--- src/hdl/swrl_ram.sv ---
// ----------------------------------------------------------------------------
// swrl_ram: generic single-port-write, single-port-read RAM
// One write and one read per cycle; read data is registered.
// ----------------------------------------------------------------------------
`default_nettype none

module swrl_ram #(
  parameter int WIDTH = 8,
  parameter int DEPTH = 16
) (
  input  wire logic                     clk,
  input  wire logic                     we,
  input  wire logic [$clog2(DEPTH)-1:0] waddr,
  input  wire logic [WIDTH-1:0]         wdata,
  input  wire logic [$clog2(DEPTH)-1:0] raddr,
  output logic      [WIDTH-1:0]         rdata
);

  logic [WIDTH-1:0] mem [DEPTH];

  always_ff @(posedge clk) begin
    if (we) begin
      mem[waddr] <= wdata;
    end
    rdata <= mem[raddr];
  end

endmodule

`default_nettype wire

--- config.mk ---
export PLATFORM = sky130hd
export DESIGN_NAME = swrl_ram
export DESIGN_NICKNAME = d
export VERILOG_FILES = /design/src/hdl/swrl_ram.sv
export SDC_FILE = /design/constraint.sdc
export NUM_CORES = 1
export LEC_CHECK = 0
export BUFFER_PORTS_ARGS = -buffer_cell sky130_fd_sc_hd__buf_2
export CAP_MARGIN = 20
export CORE_ASPECT_RATIO = 1.75
export CORE_MARGIN = 4
export CORE_UTILIZATION = 44
export DETAILED_ROUTE_END_ITERATION = 7
export GPL_TIMING_DRIVEN = 0
export MAX_ROUTING_LAYER = met4
export PLACE_DENSITY = 0.72
export SYNTH_ARGS = -nofsm -noshare
export SYNTH_HDL_FRONTEND = slang
export SYNTH_SLANG_ARGS = --single-unit
--- constraint.sdc ---
create_clock -name clk -period 1.6 [get_ports clk]
set_input_delay 0 -clock clk [delete_from_list [all_inputs] [get_ports clk]]
set_output_delay 0 -clock clk [all_outputs]
set_load 0.02 [all_outputs]
* Word-level counts from Yosys, hierarchy flattened
Memory sizes are Yosys's and may differ from the RTL's. A register that Yosys moved wholly into a read port is not among the register bits.
Index checks and enable logic that the tools add are counted.
** Operators by class
- Muxes and demuxes :: 2
** Operator list (count)
- 1-bit two-way mux :: 2
** Word-level totals
- Bits in registers :: 0
- Memory bits (writable) :: 128
- Bits of input ports :: 18
- Logic and storage cells :: 3
- Memories kept :: 1
** Memory list
- mem :: depth 16, width 8, rd ports 1, clocked after Yosys merged registers in 1, wr ports 1, RTL line 19 : logic [WIDTH-1:0] mem [DEPTH];

* Depth between registers and ports, before layout
Gate-level depths: netlist (run 1).
- Word-level depth :: 2
- Mapped depth :: 5
- Mapped depth without buffers :: 3

* Worst setup path before layout (run 1)
No wires, ideal clock.
- Path kind :: input -> register
- Start point :: input waddr[2]
- End point :: memory mem[0][0] (enable)
- Setup time :: 0.383 ns
- Data arrival time :: 1.110 ns
- Path slack :: 0.107 ns
- Cell stages on the path :: 2
- Path buffers :: 0
- Path through :: or3b_2 nor3_1
** RTL lines
- from (decl) :: RTL line 13 : input wire logic [$clog2(DEPTH)-1:0] waddr,
- to (decl) :: RTL line 19
No word-level cell before the write port.

==> results.json, run 1 <==
{
  "outcome": "complete, no violations",
  "fin_skew_ns": 0.00832,
  "synth_top_family_by_area": "multiplexers",
  "grt_pass1_wl_mm": 15.1,
  "synthMuxAreaShare_pct": 15.0,
  "grt_setup_unrepaired": "no",
  "grt_usage_pct": 16.4,
  "busiest_layer": "met2",
  "criticalPathCategory": "reg -> reg",
  "drtPass1Iterations": 4,
  "die_area_um2": 13600,
  "timing.fmax_mhz": 701,
  "synthAdderAreaFrac_pct": 0,
  "drt_iter0_markers": 272,
  "final_cell_mix": "128 x edfxtp_1, 28 x buf_2, 18 x mux4_2",
  "first_global_vias": 2511,
  "slew_viol_final": 0,
  "cts_root_buf": "clkbuf_16",
  "num_vias": 2377,
  "ant_nets": 0,
  "synth.avg_cell_area_um2": 22.5,
  "cts_buffers": 17,
  "met2_usage_pct": 26.9,
  "fin_crit_ns": 1.43,
  "maxSlewHeadroom_pct": 44.4,
  "drive_gt1_share_pct": 27.6,
  "worstPathMaxFanout": 1,
  "synth_nets": 247,
  "grt.overflow.total": 0,
  "netlist_instances": 229,
  "gp_congestion": 0.825,
  "cts_resized": 0,
  "cp.required_ns": 1.90,
  "synth_compound_area_share_pct": 2.33,
  "p_leak_nw": 2.07,
  "ios": 26,
  "setup_violations": 0,
  "tightest_slew_ns": 0.831,
  "peakVddDrop_uv": 928,
  "drc": 0,
  "rows": 52,
  "gr-usage-met1_pct": 17.8,
  "antenna_found_initial": 0,
  "totalWireLength_mm": 9.82,
  "clkTransAtPathRegs_ns": 0.06,
  "crit_path_end_kind": "flop",
  "synth-simple-area-share_pct": 3.18,
  "design.core.area_um2": 11500,
  "clk_path_buf_depth": 2,
  "start_util_pct": 44.7,
  "stdcell_count": 432,
  "crit_arrival_ns": 1.72,
  "hold_viol_final": 0,
  "cp-start-kind": "flop",
  "worst_skew_pair.late_latency_ns": 0.41,
  "syn2layout_area_growth_pct": 18.8,
  "diodes": 0,
  "port_buffers": 24,
  "ys_seq_elements": 136,
  "place_inst": 392,
  "tritoncts": "done",
  "die_w_um": 89.8,
  "post_drt_wl_per_cell_um": 22.7,
  "yosys_warnings": 0,
  "ctsHoldBuffers": 8,
  "cts.htree.levels": 4,
  "timing.final.crit_share_pct": 89.1,
  "synth-xor-area-share_pct": 0,
  "synth.distinct_cells": 19,
  "syn_area_um2": 5150,
  "yosysSeqAreaShare_pct": 77.8,
  "die_h_um": 151,
  "hold_path.class": "in -> reg",
  "tns_ns": 0,
  "final_common_cell": "edfxtp_1",
  "postCtsSetupRepairBufs": 0,
  "grt_max_degree": 17,
  "power_density_nw_per_um2": 1330,
  "drv_cap": 0,
  "nNetsFinal": 302,
  "viasPerCell": 5.50,
  "dpl.hpwl_mm": 6.42,
  "cts_num_sinks": 136,
  "met3_usage_pct": 5.12
}
## report_power, final
group | internal (mW) | total (mW) | switching, mW
logic | 0.173 | 0.422 | 0.249
registers | 3.99 | 4.01 | 0.0186
clock network | 2.43 | 3.73 | 1.29
## logic make-up after synthesis
family	after synthesis
AND/OR/NAND/NOR	35
buffers and inverters	10
flip-flops	136
AO/OA/AOI/OAI	16
multiplexers	32
## worst max-delay path, stage by stage, from the launching register on
cell and delay [ns]:
edfxtp_1 0.37, mux4_1 0.55, a22oi_1 0.31, nand2_1 0.09
## layer usage
layer  up-vias  routed length, um
met2        88               5260
met5         -                  0
li1       1084                  -
met1      1184               3650
met4         0                455
met3        21                445
## registers in the layout, summed over array words and instances, names as in the netlist
name,cells
rdata,8
mem,128
## per-stage QoR
step | hold WS [ns] | util [%] | power, mW | worst slack (ns) | instance area, um2
after floorplan | 0.0989 | - | 4.31 | 0.107 | 5150
after global placement | 0.399 | 47.2 | 4.47 | -0.437 | 5440
after detailed placement | 0.414 | 47.4 | 4.48 | -0.0457 | 5460
after CTS | 0.00646 | 53.1 | 8.20 | 0.166 | 6120
after global routing | 0.0204 | 53.1 | 8.45 | 0.119 | 6120
final | 0.0265 | 53.1 | 8.16 | 0.174 | 6120
## synth_stat cells (all sizes together)
master         count  area share (%)
nor2              13            0.95
clkdlybuf4s25      3            0.58
nand3              1           0.097
nand2              9            0.66
and2               1            0.12
nor3               4            0.39
edfxtp           128              75
or3b               1            0.17
dfxtp              8             3.1
buf                7             1.1
mux4              32              15
nor2b              1            0.12
nand3b             2            0.29
nand2b             2            0.24
a22oi             16             2.3
and2b              1            0.15
## final timing paths
path / cells past startpoint / startpoint / slack (ns) / end
worst max-delay path: 3 / mem[1][0] / 0.17 / rdata[0]
worst min-delay path: 2 / waddr[0] / 0.03 / mem[4][0]
worst min register to register: 3 / mem[14][0] / 0.69 / rdata[0]
worst max register to register: 3 / mem[1][0] / 0.17 / rdata[0]
## final cells by class
type / instances / area (um2)
Clock buffer: 23 / 448
Fill cell: 849 / 5400
Sequential cell: 136 / 4000
Multi-Input combinational cell: 83 / 1060
Buffer: 10 / 86.3
Tap cell: 135 / 169
Timing Repair Buffer: 36 / 228
Clock inverter: 9 / 125
Power figures use the tool's default switching activity.
==> run 2, diff against run 1 <==
--- a/config.mk
+++ b/config.mk
@@ -12,7 +12,6 @@
 export CORE_UTILIZATION = 44
 export DETAILED_ROUTE_END_ITERATION = 7
 export GPL_TIMING_DRIVEN = 0
-export MAX_ROUTING_LAYER = met4
 export PLACE_DENSITY = 0.72
 export SYNTH_ARGS = -nofsm -noshare
 export SYNTH_HDL_FRONTEND = slang
==> constraint.sdc (replaced) <==
create_clock -name clk -period 1.6 [get_ports clk]
set_input_delay 0 -clock clk [delete_from_list [all_inputs] [get_ports clk]]
set_output_delay 0 -clock clk [all_outputs]
set_load 0.1 [all_outputs]
==> run 2 against run 1 <==
- die area did not move
- worst setup slack got worse by 0.012 ns
- largest power group unchanged
- via count rose by 2.8%
- critical path depth did not move
- clock-buffer cell count did not move
==> results.json, run 2 (synthesized netlist as in run 1, its figures left out) <==
{
  "outcome": "complete, no violations",
  "final_cell_mix": "128 x edfxtp_1, 28 x buf_2, 18 x mux4_2",
  "crit_path_end_kind": "flop",
  "postCtsSetupRepairBufs": 0,
  "setup_violations": 0,
  "viasPerCell": 5.66,
  "port_buffers": 24,
  "worstPathMaxFanout": 1,
  "ctsHoldBuffers": 8,
  "utilization_pct": 53.1,
  "cts_root_buf": "clkbuf_16",
  "p_sw_share_pct": 20.6,
  "cts.htree.levels": 4,
  "grt_max_degree": 17,
  "nNetsFinal": 302,
  "start_util_pct": 44.7,
  "grt_usage_pct": 15.9,
  "die_w_um": 89.8,
  "final.setup.worst_slack_ns": 0.162,
  "fin_skew_ns": 0.00659,
  "first_global_vias": 2524,
  "grt_setup_unrepaired": "no",
  "cp.required_ns": 1.89,
  "grt.overflow.total": 0,
  "clk_path_buf_depth": 2,
  "pwr-share-clk_pct": 44.9,
  "totalWireLength_mm": 9.86,
  "syn2layout_area_growth_pct": 18.8,
  "hold_path.class": "in -> reg",
  "clkTransAtPathRegs_ns": 0.06,
  "cpMaxStageDelayCell": "mux4_1",
  "rows": 52,
  "drt_iter0_markers": 234,
  "stdcell_count": 432,
  "ant_nets": 0,
  "worst_skew_pair.late_latency_ns": 0.41,
  "antenna_found_initial": 0,
  "die_area_um2": 13600,
  "hold_viol_final": 0,
  "criticalPathCategory": "reg -> reg",
  "whs_ns": 0.0257,
  "tritoncts": "done",
  "die_h_um": 151,
  "final_common_cell": "edfxtp_1",
  "cts_resized": 0,
  "top_regs": "mem x128, rdata x8",
  "comb_power_share_pct": 6.8,
  "intPower_mw": 6.59,
  "fin_crit_ns": 1.44,
  "timing.final.crit_share_pct": 89.9,
  "power_density_nw_per_um2": 1360,
  "max_stage_delay_ns": 0.56,
  "slew_viol_final": 0,
  "diodes": 0,
  "gp_congestion": 0.813,
  "fill_cells": 849,
  "drc": 0,
  "drv_cap": 0,
  "place_ws_ns": -0.0457,
  "cts_num_sinks": 136,
  "ios": 26,
  "cts_buffers": 17,
  "crit_arrival_ns": 1.72,
  "num_vias": 2444,
  "finalPower_mw": 8.30,
  "design.core.area_um2": 11500,
  "timing.fmax_mhz": 695,
  "drtPass1Iterations": 4,
  "pwr-share-seq_pct": 48.3,
  "place_inst": 392,
  "post_drt_wl_per_cell_um": 22.8,
  "p_leak_nw": 2.07,
  "tightest_slew_ns": 0.859,
  "largest_register_ffs": 128,
  "grt_pass1_wl_mm": 15.1,
  "drive_gt1_share_pct": 27.6,
  "cp-start-kind": "flop",
  "p_sw_mw": 1.71,
  "maxSlewHeadroom_pct": 42.5,
  "regMostFlops": "mem",
  "dpl.hpwl_mm": 6.42,
  "peakVddDrop_uv": 935,
  "worstPathCellList": "mux4_1 -> a22oi_1 -> nand2_1"
}
run 2: cell counts in the layout (fill, tap and decap cells not counted):
No cell type changed its count.
run 2: path summary, 6_finish.rpt:
path,start,end,slack [ns],cells past startpoint
max,mem[8][2],rdata[2],0.16,3
min,waddr[0],mem[4][0],0.03,2
max reg2reg,mem[8][2],rdata[2],0.16,3
min reg2reg,mem[15][1],rdata[1],0.69,3
run 2: cell type report:
| class | instances | area [um2] | area share [%] |
|---|---|---|---|
| Multi-Input combinational cell | 83 | 1060 | 17.3 |
| Timing Repair Buffer | 36 | 228 | 3.72 |
| Clock buffer | 23 | 448 | 7.32 |
| Sequential cell | 136 | 4000 | 65.5 |
| Buffer | 10 | 86.3 | 1.41 |
| Clock inverter | 9 | 125 | 2.05 |
| Tap cell | 135 | 169 | 2.76 |
run 2: critical path, delay by kind of cell, from the launching register on:
kind             cells  cell delay [ns]
flip-flops           1             0.36
AND/OR/NAND/NOR      1             0.11
AO/OA/AOI/OAI        1             0.28
multiplexers         1             0.56
run 2: routing by layer:
layer  vias to the layer above  wire [um]  global-route usage, %
met1                      1234       3600                   17.8
met2                       100       5220                   27.0
met4                         0        459                   9.36
met5                         -          0                      0
met3                        27        569                   5.12
li1                       1083          -                      -
run 2: through the flow:
stage	cell area, um2	TNS [ns]
5_1_grt	6120	0
2_1_floorplan	5150	0
4_1_cts	6120	0
3_5_place_dp	5460	-0.714
6_report	6120	0
3_3_place_gp	5440	-7.58
run 2: power by group through the flow:
stage          sequential (mW)  combinational, mW  clock [mW]
2_1_floorplan             4.25              0.202           0
3_3_place_gp              4.07              0.543           0
3_5_place_dp              4.08              0.551           0
4_1_cts                   4.01              0.571        3.77
5_1_grt                   4.01              0.599        3.98
6_report                  4.01              0.567        3.73
==> run 3, diff against run 2 <==
--- a/config.mk
+++ b/config.mk
@@ -12,7 +12,8 @@
 export CORE_UTILIZATION = 44
 export DETAILED_ROUTE_END_ITERATION = 7
 export GPL_TIMING_DRIVEN = 0
-export PLACE_DENSITY = 0.72
+export PLACE_DENSITY = 0.69
+export REMOVE_ABC_BUFFERS = 1
 export SYNTH_ARGS = -nofsm -noshare
 export SYNTH_HDL_FRONTEND = slang
 export SYNTH_SLANG_ARGS = --single-unit
==> constraint.sdc (replaced) <==
create_clock -name clk -period 1.65 [get_ports clk]
set_input_delay 0 -clock clk [delete_from_list [all_inputs] [get_ports clk]]
set_output_delay 0 -clock clk [all_outputs]
set_load 0.1 [all_outputs]
==> run 3 against run 2 <==
- clock skew is 0.0011 ns lower
- die area stayed put
- via count is 1.7% lower
- wire length is 3.2% lower
- sequential share of layout area is 0.61 points higher
- flip-flop and latch count stayed put
- utilization is 0.49 points lower
- final cell count is 2.8% lower
- non-clock buffer count is 12 lower
- cell area is 0.92% lower
- register-to-register slack better by 0.09 ns
- critical path depth stayed put
- critical path type unchanged
- largest cell class unchanged
- highest routed layer unchanged
==> results.json, run 3 (synthesized netlist as in run 1, its figures left out) <==
{
  "outcome": "complete, no violations",
  "setup_violations": 0,
  "num_vias": 2402,
  "dpl.hpwl_mm": 6.20,
  "cts_buffers": 17,
  "whs_ns": 0.126,
  "final_cell_area_um2": 6060,
  "regMostFlops": "mem",
  "antenna_found_initial": 0,
  "tritoncts": "done",
  "timing.fmax_mhz": 713,
  "port_buffers": 25,
  "reg2reg_depth": 3,
  "worstReg2RegStart": "mem[1][5]",
  "worstPathMaxFanout": 1,
  "totalWireLength_mm": 9.54,
  "post_dp_cell_area_um2": 5380,
  "min_to": "mem[4][2]",
  "gp_congestion": 0.714,
  "syn2layout_area_growth_pct": 17.7,
  "die_w_um": 89.8,
  "grt_setup_unrepaired": "no",
  "nNetsFinal": 290,
  "drv_cap": 0,
  "grt_usage_pct": 15.2,
  "design.core.area_um2": 11500,
  "fin_skew_ns": 0.00548,
  "viasPerCell": 5.72,
  "power_density_nw_per_um2": 1330,
  "p_sw_mw": 1.72,
  "postCtsSetupRepairBufs": 0,
  "drc": 0,
  "grt.overflow.total": 0,
  "cp.required_ns": 1.93,
  "cts.htree.levels": 4,
  "start_util_pct": 44.7,
  "pwr-share-seq_pct": 48.0,
  "route.met2.wl_mm": 5.51,
  "tightest_slew_ns": 0.978,
  "drtPass1Iterations": 4,
  "cts_num_sinks": 136,
  "crit_arrival_ns": 1.68,
  "cts_resized": 0,
  "ios": 26,
  "cts_root_buf": "clkbuf_16",
  "comb_power_share_pct": 6.4,
  "worst_skew_pair.late_latency_ns": 0.41,
  "rows": 52,
  "crit_path_end_kind": "flop",
  "clk_path_buf_depth": 2,
  "place_inst": 379,
  "maxSlewHeadroom_pct": 34.6,
  "p_leak_nw": 2.02,
  "final_common_cell": "edfxtp_1",
  "p_sw_share_pct": 21.3,
  "criticalPathCategory": "reg -> reg",
  "slew_viol_final": 0,
  "utilization_pct": 52.6,
  "final_cell_mix": "128 x edfxtp_1, 25 x buf_2, 18 x mux4_2",
  "met3_length_um": 370,
  "drive_gt1_share_pct": 27.4,
  "stdcell_count": 420,
  "rrSetupSlack_ns": 0.25,
  "grt_pass1_wl_mm": 14.8,
  "top_regs": "mem x128, rdata x8",
  "largest_register_ffs": 128,
  "first_global_vias": 2616,
  "post_drt_wl_per_cell_um": 22.7,
  "hold_path.class": "in -> reg",
  "hold_path.startpoint": "waddr[1]",
  "timing.final.crit_share_pct": 85.0,
  "startpoint": "mem[1][5]",
  "pwr-share-clk_pct": 45.6,
  "diodes": 0,
  "die_area_um2": 13600,
  "drt_iter0_markers": 198,
  "clkTransAtPathRegs_ns": 0.06,
  "peakVddDrop_uv": 629,
  "finalPower_mw": 8.08,
  "rr_endpoint": "rdata[5]",
  "intPower_mw": 6.36,
  "ant_nets": 0,
  "fin_crit_ns": 1.40,
  "grt_max_degree": 33,
  "die_h_um": 151,
  "hold_path_depth": 2,
  "met1Wirelength_mm": 3.45,
  "top_layer_used": "met4",
  "cp-start-kind": "flop",
  "hold_viol_final": 0
}
## run 3: repair_timing
item | in CTS | in global routing
setup endpoints to repair | 0 | 0
endpoints found under the hold margin | 128 | 0
hold buffers | 8 | 0
## run 3: worst max path at each step
stage,end,slack (ns),cells past startpoint
after floorplan,mem[0][0],0.16,2
after global placement,mem[0][6],-0.52,3
after detailed placement,rdata[5],-0.39,4
after CTS,rdata[5],0.02,4
after global routing,rdata[5],0.16,3
final,rdata[5],0.25,3
## run 3: power by group through the flow
stage	Combinational (mW)	Clock, mW	Sequential (mW)
2_1_floorplan	0.155	0	4.12
3_3_place_gp	0.492	0	3.95
3_5_place_dp	0.504	0	3.96
4_1_cts	0.520	3.71	3.89
5_1_grt	0.551	3.89	3.89
6_report	0.518	3.68	3.88
## run 3: per-stage QoR
stage | setup TNS [ns] | setup slack [ns]
6_report | 0 | 0.248
3_5_place_dp | -5.39 | -0.386
4_1_cts | 0 | 0.0204
5_1_grt | 0 | 0.160
3_3_place_gp | -14.04 | -0.524
2_1_floorplan | 0 | 0.157
## run 3: worst max-delay path, cell delays in order, from the launching register on
cell and delay, ns:
edfxtp_1 0.36, mux4_1 0.55, a22oi_1 0.24, nand2_1 0.13
## run 3: per-layer routing
layer	GRT usage (%)	vias up
li1	-	1065
met1	16.3	1251
met2	28.1	68
met3	3.48	18
met4	7.67	0
met5	0	-
## run 3: area by class of cell
| cell class | count | area (um2) |
|---|---|---|
| fillers | 864 | 5460 |
| flip-flops and latches | 136 | 4000 |
| multi-input cells | 83 | 1080 |
| clock buffers | 17 | 425 |
| repair buffers | 34 | 225 |
| well taps | 135 | 169 |
| clock inverters | 15 | 160 |
